--- src/design/pipd_pkg.sv ---
// Shared types, constants and codes for the pulse interval pattern detector.
`timescale 1ns / 1ps
`default_nettype none

package pipd_pkg;

  // Storage sizes
  localparam int RING_DEPTH  = 32;
  localparam int MAX_PATTERN = 32;
  localparam int RING_AW     = $clog2(RING_DEPTH);
  localparam int PAT_AW      = $clog2(MAX_PATTERN);
  localparam int LEN_EFF_W   = $clog2(MAX_PATTERN + 1);

  // Field widths
  localparam int FUNC_W      = 2;
  localparam int TIME_W      = 32;
  localparam int INDEX_W     = 5;
  localparam int ENTRY_W     = 12;
  localparam int INTERVAL_W  = 10;
  localparam int SYNC_W      = 12;
  localparam int TOL_W       = 9;
  localparam int LEN_W       = 6;
  localparam int MATCH_W     = 5;
  localparam int PROD_W      = ENTRY_W + TOL_W;
  localparam int Q8_SHIFT    = 8;

  // Stream and register port widths
  localparam int S_DATA_W    = 56;
  localparam int M_DATA_W    = 8;
  localparam int APB_AW      = 5;
  localparam int APB_DW      = 32;

  // Item kinds
  localparam logic [FUNC_W-1:0] FN_EDGE  = 2'd0;
  localparam logic [FUNC_W-1:0] FN_SCAN  = 2'd1;
  localparam logic [FUNC_W-1:0] FN_CLEAR = 2'd2;
  localparam logic [FUNC_W-1:0] FN_LOAD  = 2'd3;

  // Register indexes (byte address / 4)
  localparam logic [2:0] REG_MIN_ACCEPT = 3'd0;
  localparam logic [2:0] REG_MAX_ACCEPT = 3'd1;
  localparam logic [2:0] REG_SYNC_TIME  = 3'd2;
  localparam logic [2:0] REG_TOL_LOW    = 3'd3;
  localparam logic [2:0] REG_TOL_HIGH   = 3'd4;
  localparam logic [2:0] REG_PAT_LEN    = 3'd5;

  // Reset values
  localparam logic [INTERVAL_W-1:0] MIN_ACCEPT_RST = 10'd100;
  localparam logic [INTERVAL_W-1:0] MAX_ACCEPT_RST = 10'd1000;
  localparam logic [SYNC_W-1:0]     SYNC_TIME_RST  = 12'd500;
  localparam logic [TOL_W-1:0]      TOL_LOW_RST    = 9'd205;
  localparam logic [TOL_W-1:0]      TOL_HIGH_RST   = 9'd307;
  localparam logic [LEN_W-1:0]      PAT_LEN_RST    = 6'd8;

  typedef struct packed {
    logic [INTERVAL_W-1:0] min_accept_us;
    logic [INTERVAL_W-1:0] max_accept_us;
    logic [SYNC_W-1:0]     sync_time_us;
    logic [TOL_W-1:0]      tol_low_q8;
    logic [TOL_W-1:0]      tol_high_q8;
    logic [LEN_W-1:0]      pattern_length;
  } cfg_t;

  typedef struct packed {
    logic                  ring_we;
    logic [RING_AW-1:0]    ring_waddr;
    logic [INTERVAL_W-1:0] ring_wdata;
    logic                  pat_we;
    logic [PAT_AW-1:0]     pat_waddr;
    logic [ENTRY_W-1:0]    pat_wdata;
    logic                  rd_en;
    logic [RING_AW-1:0]    ring_raddr;
    logic [PAT_AW-1:0]     pat_raddr;
  } store_req_t;

endpackage

`default_nettype wire

--- src/design/pipd_regs.sv ---
// Configuration register bank behind the APB-style port.
`timescale 1ns / 1ps
`default_nettype none

module pipd_regs (
  input  wire                          clk,
  input  wire                          rst,
  input  wire                          psel,
  input  wire                          penable,
  input  wire                          pwrite,
  input  wire [pipd_pkg::APB_AW-1:0]   paddr,
  input  wire [pipd_pkg::APB_DW-1:0]   pwdata,
  output logic [pipd_pkg::APB_DW-1:0]  prdata,
  output logic                         pready,
  output pipd_pkg::cfg_t               cfg
);
  import pipd_pkg::*;

  logic [2:0] reg_index;
  logic       wr_en;

  assign pready    = 1'b1;
  assign reg_index = paddr[APB_AW-1:2];
  assign wr_en     = psel && penable && pwrite && pready;

  always_ff @(posedge clk) begin
    if (rst) begin
      cfg.min_accept_us  <= MIN_ACCEPT_RST;
      cfg.max_accept_us  <= MAX_ACCEPT_RST;
      cfg.sync_time_us   <= SYNC_TIME_RST;
      cfg.tol_low_q8     <= TOL_LOW_RST;
      cfg.tol_high_q8    <= TOL_HIGH_RST;
      cfg.pattern_length <= PAT_LEN_RST;
    end else if (wr_en) begin
      case (reg_index)
        REG_MIN_ACCEPT: cfg.min_accept_us  <= pwdata[INTERVAL_W-1:0];
        REG_MAX_ACCEPT: cfg.max_accept_us  <= pwdata[INTERVAL_W-1:0];
        REG_SYNC_TIME:  cfg.sync_time_us   <= pwdata[SYNC_W-1:0];
        REG_TOL_LOW:    cfg.tol_low_q8     <= pwdata[TOL_W-1:0];
        REG_TOL_HIGH:   cfg.tol_high_q8    <= pwdata[TOL_W-1:0];
        REG_PAT_LEN:    cfg.pattern_length <= pwdata[LEN_W-1:0];
        default: ;
      endcase
    end
  end

  always_comb begin
    case (reg_index)
      REG_MIN_ACCEPT: prdata = APB_DW'(cfg.min_accept_us);
      REG_MAX_ACCEPT: prdata = APB_DW'(cfg.max_accept_us);
      REG_SYNC_TIME:  prdata = APB_DW'(cfg.sync_time_us);
      REG_TOL_LOW:    prdata = APB_DW'(cfg.tol_low_q8);
      REG_TOL_HIGH:   prdata = APB_DW'(cfg.tol_high_q8);
      REG_PAT_LEN:    prdata = APB_DW'(cfg.pattern_length);
      default:        prdata = '0;
    endcase
  end

endmodule

`default_nettype wire

--- src/design/pipd_store.sv ---
// Interval ring and pattern table with registered reads.
`timescale 1ns / 1ps
`default_nettype none

module pipd_store (
  input  wire                               clk,
  input  wire                               rst,
  input  pipd_pkg::store_req_t              req,
  output logic [pipd_pkg::INTERVAL_W-1:0]   ring_rdata,
  output logic [pipd_pkg::ENTRY_W-1:0]      pat_rdata
);
  import pipd_pkg::*;

  logic [INTERVAL_W-1:0] ring [RING_DEPTH];
  logic [RING_DEPTH-1:0] ring_valid;
  logic [ENTRY_W-1:0]    pat [MAX_PATTERN];

  // A ring entry never written since reset reads as zero
  always_ff @(posedge clk) begin
    if (rst) begin
      ring_valid <= '0;
    end else if (req.ring_we) begin
      ring_valid[req.ring_waddr] <= 1'b1;
    end
  end

  always_ff @(posedge clk) begin
    if (req.ring_we) begin
      ring[req.ring_waddr] <= req.ring_wdata;
    end
    if (req.pat_we) begin
      pat[req.pat_waddr] <= req.pat_wdata;
    end
    if (req.rd_en) begin
      ring_rdata <= ring_valid[req.ring_raddr] ? ring[req.ring_raddr] : '0;
      pat_rdata  <= pat[req.pat_raddr];
    end
  end

endmodule

`default_nettype wire

--- src/design/pipd_tol_unit.sv ---
// Shared Q8 tolerance unit: one registered product, compared against a scaled interval.
`timescale 1ns / 1ps
`default_nettype none

module pipd_tol_unit (
  input  wire                              clk,
  input  wire                              load,
  input  wire [pipd_pkg::ENTRY_W-1:0]      expected,
  input  wire [pipd_pkg::TOL_W-1:0]        factor,
  input  wire [pipd_pkg::INTERVAL_W-1:0]   interval,
  output logic                             ge,
  output logic                             le
);
  import pipd_pkg::*;

  logic [PROD_W-1:0] prod;
  logic [PROD_W-1:0] scaled;

  always_ff @(posedge clk) begin
    if (load) begin
      prod <= PROD_W'(expected) * PROD_W'(factor);
    end
  end

  assign scaled = PROD_W'({interval, {Q8_SHIFT{1'b0}}});
  assign ge     = scaled >= prod;
  assign le     = scaled <= prod;

endmodule

`default_nettype wire

--- src/design/pulse_interval_pattern_detector.sv ---
// Top level: item sequencer for edges, scans, latch clear and pattern loads.
//
//  channel   dir   handshake            carries
//  s_*       in    s_tvalid / s_tready  one item: kind in tuser, fields in tdata
//  m_*       out   m_tvalid / m_tready  one result per item
//  apb       in    psel & penable       configuration registers at 4*index
//
// Clear and load items pass through the result step only; edge items first pass
// the store step. A scan walks each interval checked through read, low product,
// low compare and high compare, all on the one tolerance multiplier; an interval
// that already fails the low compare skips the high compare.
// Reset (rst, synchronous) clears the ring valid bits, pointers, latch and result.
// A result waits in the output register; the next item is taken meanwhile, and
// the sequencer holds its result step until the output register is free.
`timescale 1ns / 1ps
`default_nettype none

module pulse_interval_pattern_detector (
  input  wire                                clk,
  input  wire                                rst,
  input  wire                                s_tvalid,
  output logic                               s_tready,
  // [31:0] edge_time_us, [36:32] entry_index, [48:37] entry_time_us, rest zero
  input  wire [pipd_pkg::S_DATA_W-1:0]       s_tdata,
  // [1:0] func
  input  wire [pipd_pkg::FUNC_W-1:0]         s_tuser,
  output logic                               m_tvalid,
  input  wire                                m_tready,
  // [0] interval_stored, [1] message_ready, [2] newly_found, [7:3] match_start
  output logic [pipd_pkg::M_DATA_W-1:0]      m_tdata,
  input  wire                                psel,
  input  wire                                penable,
  input  wire                                pwrite,
  input  wire [pipd_pkg::APB_AW-1:0]         paddr,
  input  wire [pipd_pkg::APB_DW-1:0]         pwdata,
  output logic [pipd_pkg::APB_DW-1:0]        prdata,
  output logic                               pready
);
  import pipd_pkg::*;

  localparam logic [2:0] S_IDLE = 3'd0;
  localparam logic [2:0] S_EDGE = 3'd1;
  localparam logic [2:0] S_RD   = 3'd2;
  localparam logic [2:0] S_LO   = 3'd3;
  localparam logic [2:0] S_HI   = 3'd4;
  localparam logic [2:0] S_CHK  = 3'd5;
  localparam logic [2:0] S_DONE = 3'd6;

  cfg_t       cfg;
  store_req_t req;

  logic [2:0]            state;
  logic [TIME_W-1:0]     last_edge;
  logic [TIME_W-1:0]     gap;
  logic [RING_AW-1:0]    write_pointer;
  logic [RING_AW-1:0]    scan_start;
  logic [RING_AW-1:0]    scan_pos;
  logic [PAT_AW-1:0]     scan_idx;
  logic                  ready_latch;
  logic [RING_AW-1:0]    found_start;
  logic                  stored;
  logic                  found;

  logic [INTERVAL_W-1:0] ring_rdata;
  logic [ENTRY_W-1:0]    pat_rdata;
  logic [ENTRY_W-1:0]    expected;
  logic [TOL_W-1:0]      factor;
  logic                  tol_load;
  logic                  tol_ge;
  logic                  tol_le;

  logic                  in_xfer;
  logic                  out_free;
  logic                  gap_ok;
  logic [LEN_EFF_W-1:0]  len_eff;
  logic [PAT_AW-1:0]     last_idx;
  logic [RING_AW-1:0]    pos_inc;
  logic [RING_AW-1:0]    wp_inc;

  pipd_regs u_regs (
    .clk     (clk),
    .rst     (rst),
    .psel    (psel),
    .penable (penable),
    .pwrite  (pwrite),
    .paddr   (paddr),
    .pwdata  (pwdata),
    .prdata  (prdata),
    .pready  (pready),
    .cfg     (cfg)
  );

  pipd_store u_store (
    .clk        (clk),
    .rst        (rst),
    .req        (req),
    .ring_rdata (ring_rdata),
    .pat_rdata  (pat_rdata)
  );

  pipd_tol_unit u_tol (
    .clk      (clk),
    .load     (tol_load),
    .expected (expected),
    .factor   (factor),
    .interval (ring_rdata),
    .ge       (tol_ge),
    .le       (tol_le)
  );

  assign s_tready = (state == S_IDLE);
  assign in_xfer  = s_tvalid && s_tready;
  assign out_free = !m_tvalid || m_tready;

  assign gap_ok = (gap >= TIME_W'(cfg.min_accept_us)) && (gap <= TIME_W'(cfg.max_accept_us));

  // Clamp the pattern length to 1..MAX_PATTERN
  always_comb begin
    if (cfg.pattern_length == '0) begin
      len_eff = LEN_EFF_W'(1);
    end else if (32'(cfg.pattern_length) > MAX_PATTERN) begin
      len_eff = LEN_EFF_W'(MAX_PATTERN);
    end else begin
      len_eff = LEN_EFF_W'(cfg.pattern_length);
    end
  end

  assign last_idx = PAT_AW'(len_eff - LEN_EFF_W'(1));
  assign pos_inc  = (scan_pos == RING_AW'(RING_DEPTH - 1)) ? '0 : scan_pos + 1'b1;
  assign wp_inc   = (write_pointer == RING_AW'(RING_DEPTH - 1)) ? '0 : write_pointer + 1'b1;

  // Entry zero of a pattern is always the sync interval
  assign expected = (scan_idx == '0) ? ENTRY_W'(cfg.sync_time_us) : pat_rdata;
  assign factor   = (state == S_LO) ? cfg.tol_low_q8 : cfg.tol_high_q8;
  assign tol_load = (state == S_LO) || (state == S_HI);

  always_comb begin
    req.ring_we    = (state == S_EDGE) && gap_ok;
    req.ring_waddr = write_pointer;
    req.ring_wdata = gap[INTERVAL_W-1:0];
    req.pat_we     = in_xfer && (s_tuser == FN_LOAD)
                     && (32'(s_tdata[TIME_W +: INDEX_W]) < MAX_PATTERN);
    req.pat_waddr  = PAT_AW'(s_tdata[TIME_W +: INDEX_W]);
    req.pat_wdata  = s_tdata[TIME_W + INDEX_W +: ENTRY_W];
    req.rd_en      = (state == S_RD);
    req.ring_raddr = scan_pos;
    req.pat_raddr  = scan_idx;
  end

  always_ff @(posedge clk) begin
    if (rst) begin
      state         <= S_IDLE;
      last_edge     <= '0;
      write_pointer <= '0;
      ready_latch   <= 1'b0;
      found_start   <= '0;
      scan_start    <= '0;
      scan_pos      <= '0;
      scan_idx      <= '0;
      stored        <= 1'b0;
      found         <= 1'b0;
      m_tvalid      <= 1'b0;
    end else begin
      if (state == S_DONE && out_free) begin
        m_tvalid <= 1'b1;
      end else if (m_tvalid && m_tready) begin
        m_tvalid <= 1'b0;
      end
      case (state)
        S_IDLE: begin
          if (in_xfer) begin
            stored <= 1'b0;
            found  <= 1'b0;
            case (s_tuser)
              FN_EDGE: begin
                gap       <= s_tdata[TIME_W-1:0] - last_edge;
                last_edge <= s_tdata[TIME_W-1:0];
                state     <= S_EDGE;
              end
              FN_SCAN: begin
                scan_start <= '0;
                scan_pos   <= '0;
                scan_idx   <= '0;
                state      <= ready_latch ? S_DONE : S_RD;
              end
              FN_CLEAR: begin
                ready_latch <= 1'b0;
                state       <= S_DONE;
              end
              default: begin
                state <= S_DONE;
              end
            endcase
          end
        end
        S_EDGE: begin
          if (gap_ok) begin
            write_pointer <= wp_inc;
            stored        <= 1'b1;
          end
          state <= S_DONE;
        end
        S_RD: begin
          state <= S_LO;
        end
        S_LO: begin
          state <= S_HI;
        end
        S_HI: begin
          if (tol_ge) begin
            state <= S_CHK;
          end else if (scan_start != RING_AW'(RING_DEPTH - 1)) begin
            // Drop this start and try the next one
            scan_start <= scan_start + 1'b1;
            scan_pos   <= scan_start + 1'b1;
            scan_idx   <= '0;
            state      <= S_RD;
          end else begin
            state <= S_DONE;
          end
        end
        S_CHK: begin
          if (!tol_le) begin
            if (scan_start != RING_AW'(RING_DEPTH - 1)) begin
              scan_start <= scan_start + 1'b1;
              scan_pos   <= scan_start + 1'b1;
              scan_idx   <= '0;
              state      <= S_RD;
            end else begin
              state <= S_DONE;
            end
          end else if (scan_idx == last_idx) begin
            ready_latch <= 1'b1;
            found_start <= scan_start;
            found       <= 1'b1;
            state       <= S_DONE;
          end else begin
            scan_idx <= scan_idx + 1'b1;
            scan_pos <= pos_inc;
            state    <= S_RD;
          end
        end
        S_DONE: begin
          if (out_free) begin
            m_tdata <= {MATCH_W'(found_start), found, ready_latch, stored};
            state   <= S_IDLE;
          end
        end
        default: begin
          state <= S_IDLE;
        end
      endcase
    end
  end

  // A newly found pattern always reports the latch set
  a_found_latched: assert property (@(posedge clk) disable iff (rst)
    m_tvalid && m_tdata[2] |-> m_tdata[1])
    else $error("newly_found without message_ready");

  // No search runs while a message is latched
  a_scan_unlatched: assert property (@(posedge clk) disable iff (rst)
    (state == S_RD || state == S_LO || state == S_HI || state == S_CHK) |-> !ready_latch)
    else $error("scan running with latch set");

  // One item at a time: ready drops after a transfer
  a_one_item: assert property (@(posedge clk) disable iff (rst)
    in_xfer |=> !s_tready)
    else $error("second item taken while busy");

  // Walk position stays in step with start and entry index
  a_pos_in_step: assert property (@(posedge clk) disable iff (rst)
    (state == S_RD && scan_idx == '0) |-> scan_pos == scan_start)
    else $error("ring position out of step with start");

  // A stored interval always advances the write pointer by one
  a_wp_step: assert property (@(posedge clk) disable iff (rst)
    req.ring_we |=> write_pointer == $past(wp_inc))
    else $error("write pointer did not advance");

endmodule

`default_nettype wire

--- config.mk ---
export PLATFORM = sky130hd
export DESIGN_NAME = pulse_interval_pattern_detector
export DESIGN_NICKNAME = d
export VERILOG_FILES = /design/src/design/pipd_pkg.sv /design/src/design/pipd_regs.sv /design/src/design/pipd_store.sv /design/src/design/pipd_tol_unit.sv /design/src/design/pulse_interval_pattern_detector.sv
export SDC_FILE = /design/constraint.sdc
export NUM_CORES = 1
export LEC_CHECK = 0
export BUFFER_PORTS_ARGS = -buffer_cell sky130_fd_sc_hd__buf_2
export CORE_MARGIN = 4
export CORE_UTILIZATION = 35
export DETAILED_ROUTE_END_ITERATION = 10
export PLACE_DENSITY = 0.57
export REMOVE_ABC_BUFFERS = 1
export SLEW_MARGIN = 20
export SYNTH_ARGS = -nofsm -noshare
export SYNTH_HDL_FRONTEND = slang
export SYNTH_HIERARCHICAL = 1
export SYNTH_SLANG_ARGS = --single-unit
--- constraint.sdc ---
create_clock -name clk -period 5.25 [get_ports clk]
set_input_delay 0.2625 -clock clk [delete_from_list [all_inputs] [get_ports clk]]
set_output_delay 0.2625 -clock clk [all_outputs]
set_load 0.005 [all_outputs]
=== Word level (Yosys, flattened, before mapping) ===
Memories as Yosys holds them, arrays and structs flattened. A register that Yosys moved wholly into a read port is not among the register bits.
Index checks and enable logic that the tools add are counted.

* Register bits after elaboration: 213
* Latch bits: 0
* RAM bits: 704
* ROM bits: 0
* Bits of input ports: 102
* Output and inout port bits: 43
* Word-level logic and storage cells: 158
* Memories kept: 2

* Add/subtract/negate cells: 6
* Multipliers: 1
* Divide/modulo/power cells: 0
* Order comparisons: 8
* Equal/unequal tests: 28
* Shifts and indexed selects: 0
* Mux-type cells: 51
* Bitwise operators: 2
* Reductions and logical operators: 39

{| class="wikitable"
|+ Memories
! memory !! depth !! width !! rd ports !! clocked after memory_dff !! write ports !! line !! source
|-
| u_store.pat || 32 || 12 || 1 || 1 || 1 || pipd_store.sv:16 || <nowiki>logic [ENTRY_W-1:0] pat [MAX_PATTERN];</nowiki>
|-
| u_store.ring || 32 || 10 || 1 || 1 || 1 || pipd_store.sv:14 || <nowiki>logic [INTERVAL_W-1:0] ring [RING_DEPTH];</nowiki>
|}

{| class="wikitable"
|+ Operators with widths
! cell !! number
|-
| 2-to-1 mux 5 bit || 17
|-
| one-hot mux 12 bit (6 select lines) || 1
|-
| one-hot mux 5 bit (3 select lines) || 3
|-
| >= comparator 32 x 10 -> 1 bit || 1
|-
| less-or-equal comparator 32 x 10 -> 1 bit || 1
|-
| bitwise OR 32 bit || 1
|-
| subtractor 32 bit || 1
|-
| >= comparator 18 x 21 -> 1 bit || 1
|-
| less-or-equal comparator 18 x 21 -> 1 bit || 1
|-
| multiplier 12 x 9 -> 21 bit || 1
|-
| 2-to-1 mux 3 bit || 7
|-
| one-hot mux 3 bit (7 select lines) || 1
|-
| adder 5 x 1 -> 5 bit (second input constant) || 4
|-
| AND reduction 2 bit || 8
|-
| equality test 3 bit (second input constant) || 5
|-
| AND reduction 5 bit || 3
|-
| 2-to-1 mux 1 bit || 14
|-
| equality test 3 x 2 -> 1 bit (second input constant) || 4
|-
| < comparator 5 x 6 -> 1 bit (second input constant) || 2
|-
| 2-to-1 mux 12 bit || 1
|-
| inequality test 2 bit (second input constant) || 6
|-
| AND reduction 3 bit || 4
|-
| equality test 5 bit (second input constant) || 2
|-
| logical AND 1 bit || 9
|-
| other kinds (25) || 37
|}

=== Depth between registers and ports, before layout ===
* Depth in word-level cells: 8
* Gate-level depth with buffers: 20
* Depth with buffers taken out: 19

=== Cells and area by module ===
Netlist, hierarchy kept.

{| class="wikitable"
|+ By module, submodules not included
! module !! times used !! cells each !! area an instance (um2) !! sequential area each (um2)
|-
| pipd_store || 1 || 1364 || 29074.1 || 22441.5
|-
| pulse_interval_pattern_detector || 1 || 763 || 6739.0 || 2482.4
|-
| pipd_tol_unit || 1 || 468 || 4331.7 || 630.6
|-
| pipd_regs || 1 || 325 || 2844.0 || 1121.1
|}

=== Least setup slack after synthesis ===
No wires, ideal clock.

* Path type: reg-to-reg
* Start point: register scan_idx[0]
* End point: register u_tol.prod[19], data pin
* Setup time: 0.265 ns
* Data arrival time: 5.363 ns
* Required time: 4.985 ns
* Path slack: -0.378 ns
* Cell stages (with the launch flop): 20
* Path buffers: 2
* Period minus slack after synthesis: 5.628 ns
* Cells stage by stage: dfxtp_1 > inv_1 > ha_1 > nor4b_1 > clkbuf_1 > mux2_2 > clkbuf_1 > and2_1 > fa_1 > fa_1 > fa_1 > inv_1 > fa_1 > inv_1 > ha_1 > a21o_1 > a221o_1 > a32oi_1 > mux2i_1 > a211oi_2

* Longest elaborated chain between the ends: 3

{| class="wikitable"
|+ Ends and longest elaborated chain
! what !! line !! source
|-
| start: declaration || pulse_interval_pattern_detector.sv:58 || <nowiki>logic [PAT_AW-1:0] scan_idx;</nowiki>
|-
| start signal: assignment || pulse_interval_pattern_detector.sv:238 || <nowiki>scan_idx <= scan_idx + 1'b1;</nowiki>
|-
| zero test 5 bit || pulse_interval_pattern_detector.sv:133 || <nowiki>assign expected = (scan_idx == '0) ? ENTRY_W'(cfg.sync_time_us) : pat_rdata;</nowiki>
|-
| 2-to-1 mux 12 bit || pulse_interval_pattern_detector.sv:133 ||
|-
| net expected[8] || pulse_interval_pattern_detector.sv:66 || <nowiki>logic [ENTRY_W-1:0] expected;</nowiki>
|-
| multiplier 12 x 9 -> 21 bit || pipd_tol_unit.sv:21 || <nowiki>prod <= PROD_W'(expected) * PROD_W'(factor);</nowiki>
|-
| end signal: assignment || pipd_tol_unit.sv:21 ||
|-
| end: declaration || pipd_tol_unit.sv:16 || <nowiki>logic [PROD_W-1:0] prod;</nowiki>
|}

The timed path passes the listed nets, and every way through them passes these cells.
A chain may end at the register's enable or synchronous reset.

=== Worst setup path in the final report ===
Same ends and word-level chain as after synthesis.

==> impl_metrics.yaml <==
sta:
  period_needed_ns: 5.115
  fin_crit_sh: 0.9743
  tns_ns: 0
  final_max_slew_viol_count: 0
  maxSlewHeadroom: 0.2556
  max_freq_mhz: 195.5
  hold_violations: 0
  worst_slew_pin_slew_ns: 1.115
  finClkSkew_ns: 0.03598
  rsz0062_at_grt: "true"
  setup_viol: 0
clock_tree:
  insertion_delay_ns: 0.68
  root_buffer: "clkbuf_16"
  cts_made_buffers: 97
  cts_tree: "done"
  clock_path_buffers: 3
  path_clk_slew_ns: 0.06
  cts_max_level: 3
  cts.sinks: 939
routing:
  wire_per_inst_um: 21.47
  avgViaCountPerCell: 5.108
  drt_iter0_markers: 2005
  drc_errors: 0
  ant_nets: 0
  drt_wl_total_mm: 104.9
  vias: 24970
  drtPass1Iterations: 6
floorplanning:
  die_area_um2: 128500
  die_y_um: 358.5
  io-pin-count: 145
  num_rows: 128
  core_region_area_um2: 121900
  start_util: 0.3527
  dieWidth_um: 358.5
grt:
  grt_pass1_wl_mm: 157.1
  antenna_found_initial: 8
  grt_util_all_layers: 0.1614
  first_global_vias: 24490
  grt_max_degree: 68
  grt-ovfl-total: 0
logic_synthesis:
  synth_seq_area_share: 0.6205
  synthesis.area_um2: 42990
  ys.flop_type: "edfxtp_1"
  synth.avg_cell_area_um2: 14.72
  async_flop_share: 0
  synth_edf_count: 787
  syn_inst: 2920
  ys_warn_count: 6
  ys_ff_latch: 939
  yosysUniqueCellTypes: 96
finish:
  final_area_um2: 50020
  fillCellCount: 11020
  nets: 3461
  fin_cells: 4887
  syn_to_final_growth_pct: 16.37
  drive_above_1_share: 0.2073
  utilization: 0.4104
power_and_ir_drop:
  ir_worst_vdd_v: 0.0003485
  leakage_nw: 17.27
  power.density_nw_per_um2: 358.7
placed_design:
  port_buffers: 94
  gp_congestion: 0.7971
  dpl_cell_area_um2: 45740
  placedCellCount: 4616
  hpwl_mm: 68.53
worst_setup_path:
  r2r_end: "u_tol/prod[19]$_DFFE_PP_"
  rr_startpoint: "scan_idx[0]$_SDFFE_PP0P_"
  regToRegSetupSlack_ns: 0.13
  required_ns: 5.66
  worstSetupPathType: "register to register"
  rr_worst_depth: 20
  arrival_ns: 5.53
  cp-end-kind: "register"
  critical_path_peak_fanout: 7
  crit_path_start_kind: "register"
hold_path:
  hp-start: "s_tvalid"
  hp-class: "primary input to register"
  whs_path_depth: 5
  worst_hold_path.endpoint: "state[2]$_SDFFE_PP0P_"
flow_run:
  maxCapViolCount: 0
outcome:
  status: "finished, final reports clean"
[how the worst max path moves through the flow]
stage | from | end | slack (ns) | depth (start not counted)
6_report | scan_idx[0]$_SDFFE_PP0P_ | u_tol/prod[19]$_DFFE_PP_ | 0.13 | 20
5_1_grt | scan_idx[0]$_SDFFE_PP0P_ | u_tol/prod[19]$_DFFE_PP_ | -0.04 | 20
4_1_cts | scan_idx[0]$_SDFFE_PP0P_ | u_tol/prod[19]$_DFFE_PP_ | 0.003 | 19
3_5_place_dp | scan_idx[0]$_SDFFE_PP0P_ | u_tol/prod[19]$_DFFE_PP_ | -0.07 | 20
3_3_place_gp | scan_idx[0]$_SDFFE_PP0P_ | u_tol/prod[19]$_DFFE_PP_ | 0.003 | 18
2_1_floorplan | scan_idx[0]$_SDFFE_PP0P_ | u_tol/prod[19]$_DFFE_PP_ | -3.98 | 17
[report_power, final]
part	switching, W	internal (W)
registers	0.0000511	0.00825
clock network	0.00289	0.00386
logic	0.00156	0.00132
[sequential cells by signal, summed over array words and instances, names as in the netlist]
name / count
u_store/pat_rdata: 12
state: 3
scan_start: 5
gap: 32
scan_idx: 5
u_store/ring_rdata: 10
found: 1
m_tdata: 8
stored: 1
u_regs/cfg: 56
u_tol/prod: 21
ready_latch: 1
m_tvalid: 1
scan_pos: 5
found_start: 5
u_store/pat: 384
last_edge: 32
u_store/ring: 320
write_pointer: 5
u_store/ring_valid: 32
[cell type report]
cell class,count,area [µm²],area share
Timing Repair Buffer,296,2217,0.04432
Clock buffer,142,2678,0.05353
Multi-Input combinational cell,1667,15290,0.3057
Tap cell,1625,2033,0.04064
Inverter,175,659.4,0.01318
Clock inverter,42,454.2,0.009079
Antenna cell,1,2.502,0.00005002
Sequential cell,939,26690,0.5335
[cells by family (layout without fill, tap and decap cells)]
logic type,count (synthesis),count (layout),share of synthesized area
buffers and inverters,334,655,0.03399
AOI/OAI and AO/OA,409,409,0.06502
DFF,939,939,0.6205
muxes,348,349,0.1305
adders and majority gates,183,183,0.06584
and+or+nand+nor,655,655,0.07364
xor gates and xnor gates,50,50,0.01036
other,2,22,0.0001747
[repair_timing]
item                                   in CTS  in global routing
gates cloned                                1                  1
hold buffers                               72                  0
buffers inserted                            1                 12
setup endpoints to repair                   2                  9
gates resized for setup                    16                 51
pin swaps                                   7                 24
endpoints found under the hold margin      89                  0
[worst max-delay path: stages, from the launching register on]
cell,delay [ns]
dfxtp_4,0.35
inv_4,0.06
ha_4,0.11
nor4b_4,0.24
buf_6,0.20
buf_6,0.11
mux2_4,0.32
and2_4,0.17
fa_1,0.55
fa_2,0.45
fa_1,0.53
inv_2,0.04
fa_1,0.51
inv_2,0.05
ha_4,0.21
a21oi_2,0.15
o211ai_1,0.10
buf_4,0.16
a32oi_2,0.25
mux2i_1,0.25
a211oi_2,0.06
[per-layer routing]
layer,track usage,share of wire,vias to the layer above
li1,-,-,11530
met1,0.2329,0.46,12710
met2,0.2577,0.47,609
met3,0.02684,0.053,110
met4,0.03461,0.015,2
met5,0,0.000095,-
[cells in the final DEF (no fill, tap or decap), drive strengths merged, types with 15 or more instances in the layout]
master,Yosys,final
mux4,166,166
dlygate4sd3,0,72
a21oi,118,118
and2,62,62
fa,72,72
nand3,76,76
a221oi,42,42
dfxtp,152,152
edfxtp,787,787
inv,175,179
ha,111,111
mux2,38,39
mux2i,144,144
a22oi,18,18
and3,15,15
o21a,20,20
o21ai,88,88
nor2,224,224
xnor2,31,31
xor2,19,19
conb,2,21
a21o,28,28
nand2,171,171
clkinv,0,31
buf,81,224
clkbuf,78,142
nand3b,16,16
[cells in the mapped netlist (7+ instances only)]
cell / count / area, µm²
nand2_1: 168 / 630.6
nand4_1: 9 / 56.30
a22oi_1: 18 / 135.1
dfxtp_1: 152 / 3043
mux2_2: 37 / 416.7
o211a_1: 11 / 110.1
o21a_1: 20 / 150.1
clkbuf_1: 78 / 292.8
o21ai_1: 38 / 190.2
nor3_1: 13 / 65.06
a21oi_1: 116 / 580.6
fa_1: 72 / 1441
nand3_1: 75 / 375.4
and2_1: 60 / 375.4
edfxtp_1: 787 / 23630
xnor2_1: 31 / 271.5
buf_2: 31 / 155.2
nand2b_1: 10 / 62.56
xor2_1: 18 / 157.7
a221oi_1: 41 / 359.1
o32a_1: 10 / 100.1
buf_4: 33 / 247.7
nor4_1: 8 / 50.05
nand3b_1: 16 / 120.1
or3_1: 7 / 43.79
buf_1: 11 / 41.29
mux2i_1: 144 / 1441
a21o_1: 28 / 210.2
o21ai_0: 49 / 245.2
ha_1: 111 / 1389
nor2_1: 220 / 825.8
mux4_2: 166 / 3739
and3_1: 14 / 87.58
nor2b_1: 14 / 87.58
inv_1: 174 / 653.1
[metrics by stage]
| step | worst slack, ns | hold WS [ns] | total power [W] |
|---|---|---|---|
| floorplan | -3.981 | 0.3271 | 0.01015 |
| global placement | 0.003056 | 0.4195 | 0.01095 |
| detailed placement | -0.07269 | 0.4223 | 0.01096 |
| CTS | 0.003240 | 0.03577 | 0.01783 |
| global route | -0.04300 | 0.09451 | 0.01880 |
| finish | 0.1350 | 0.09395 | 0.01794 |
No activity file was read; power rests on OpenSTA's default activity.
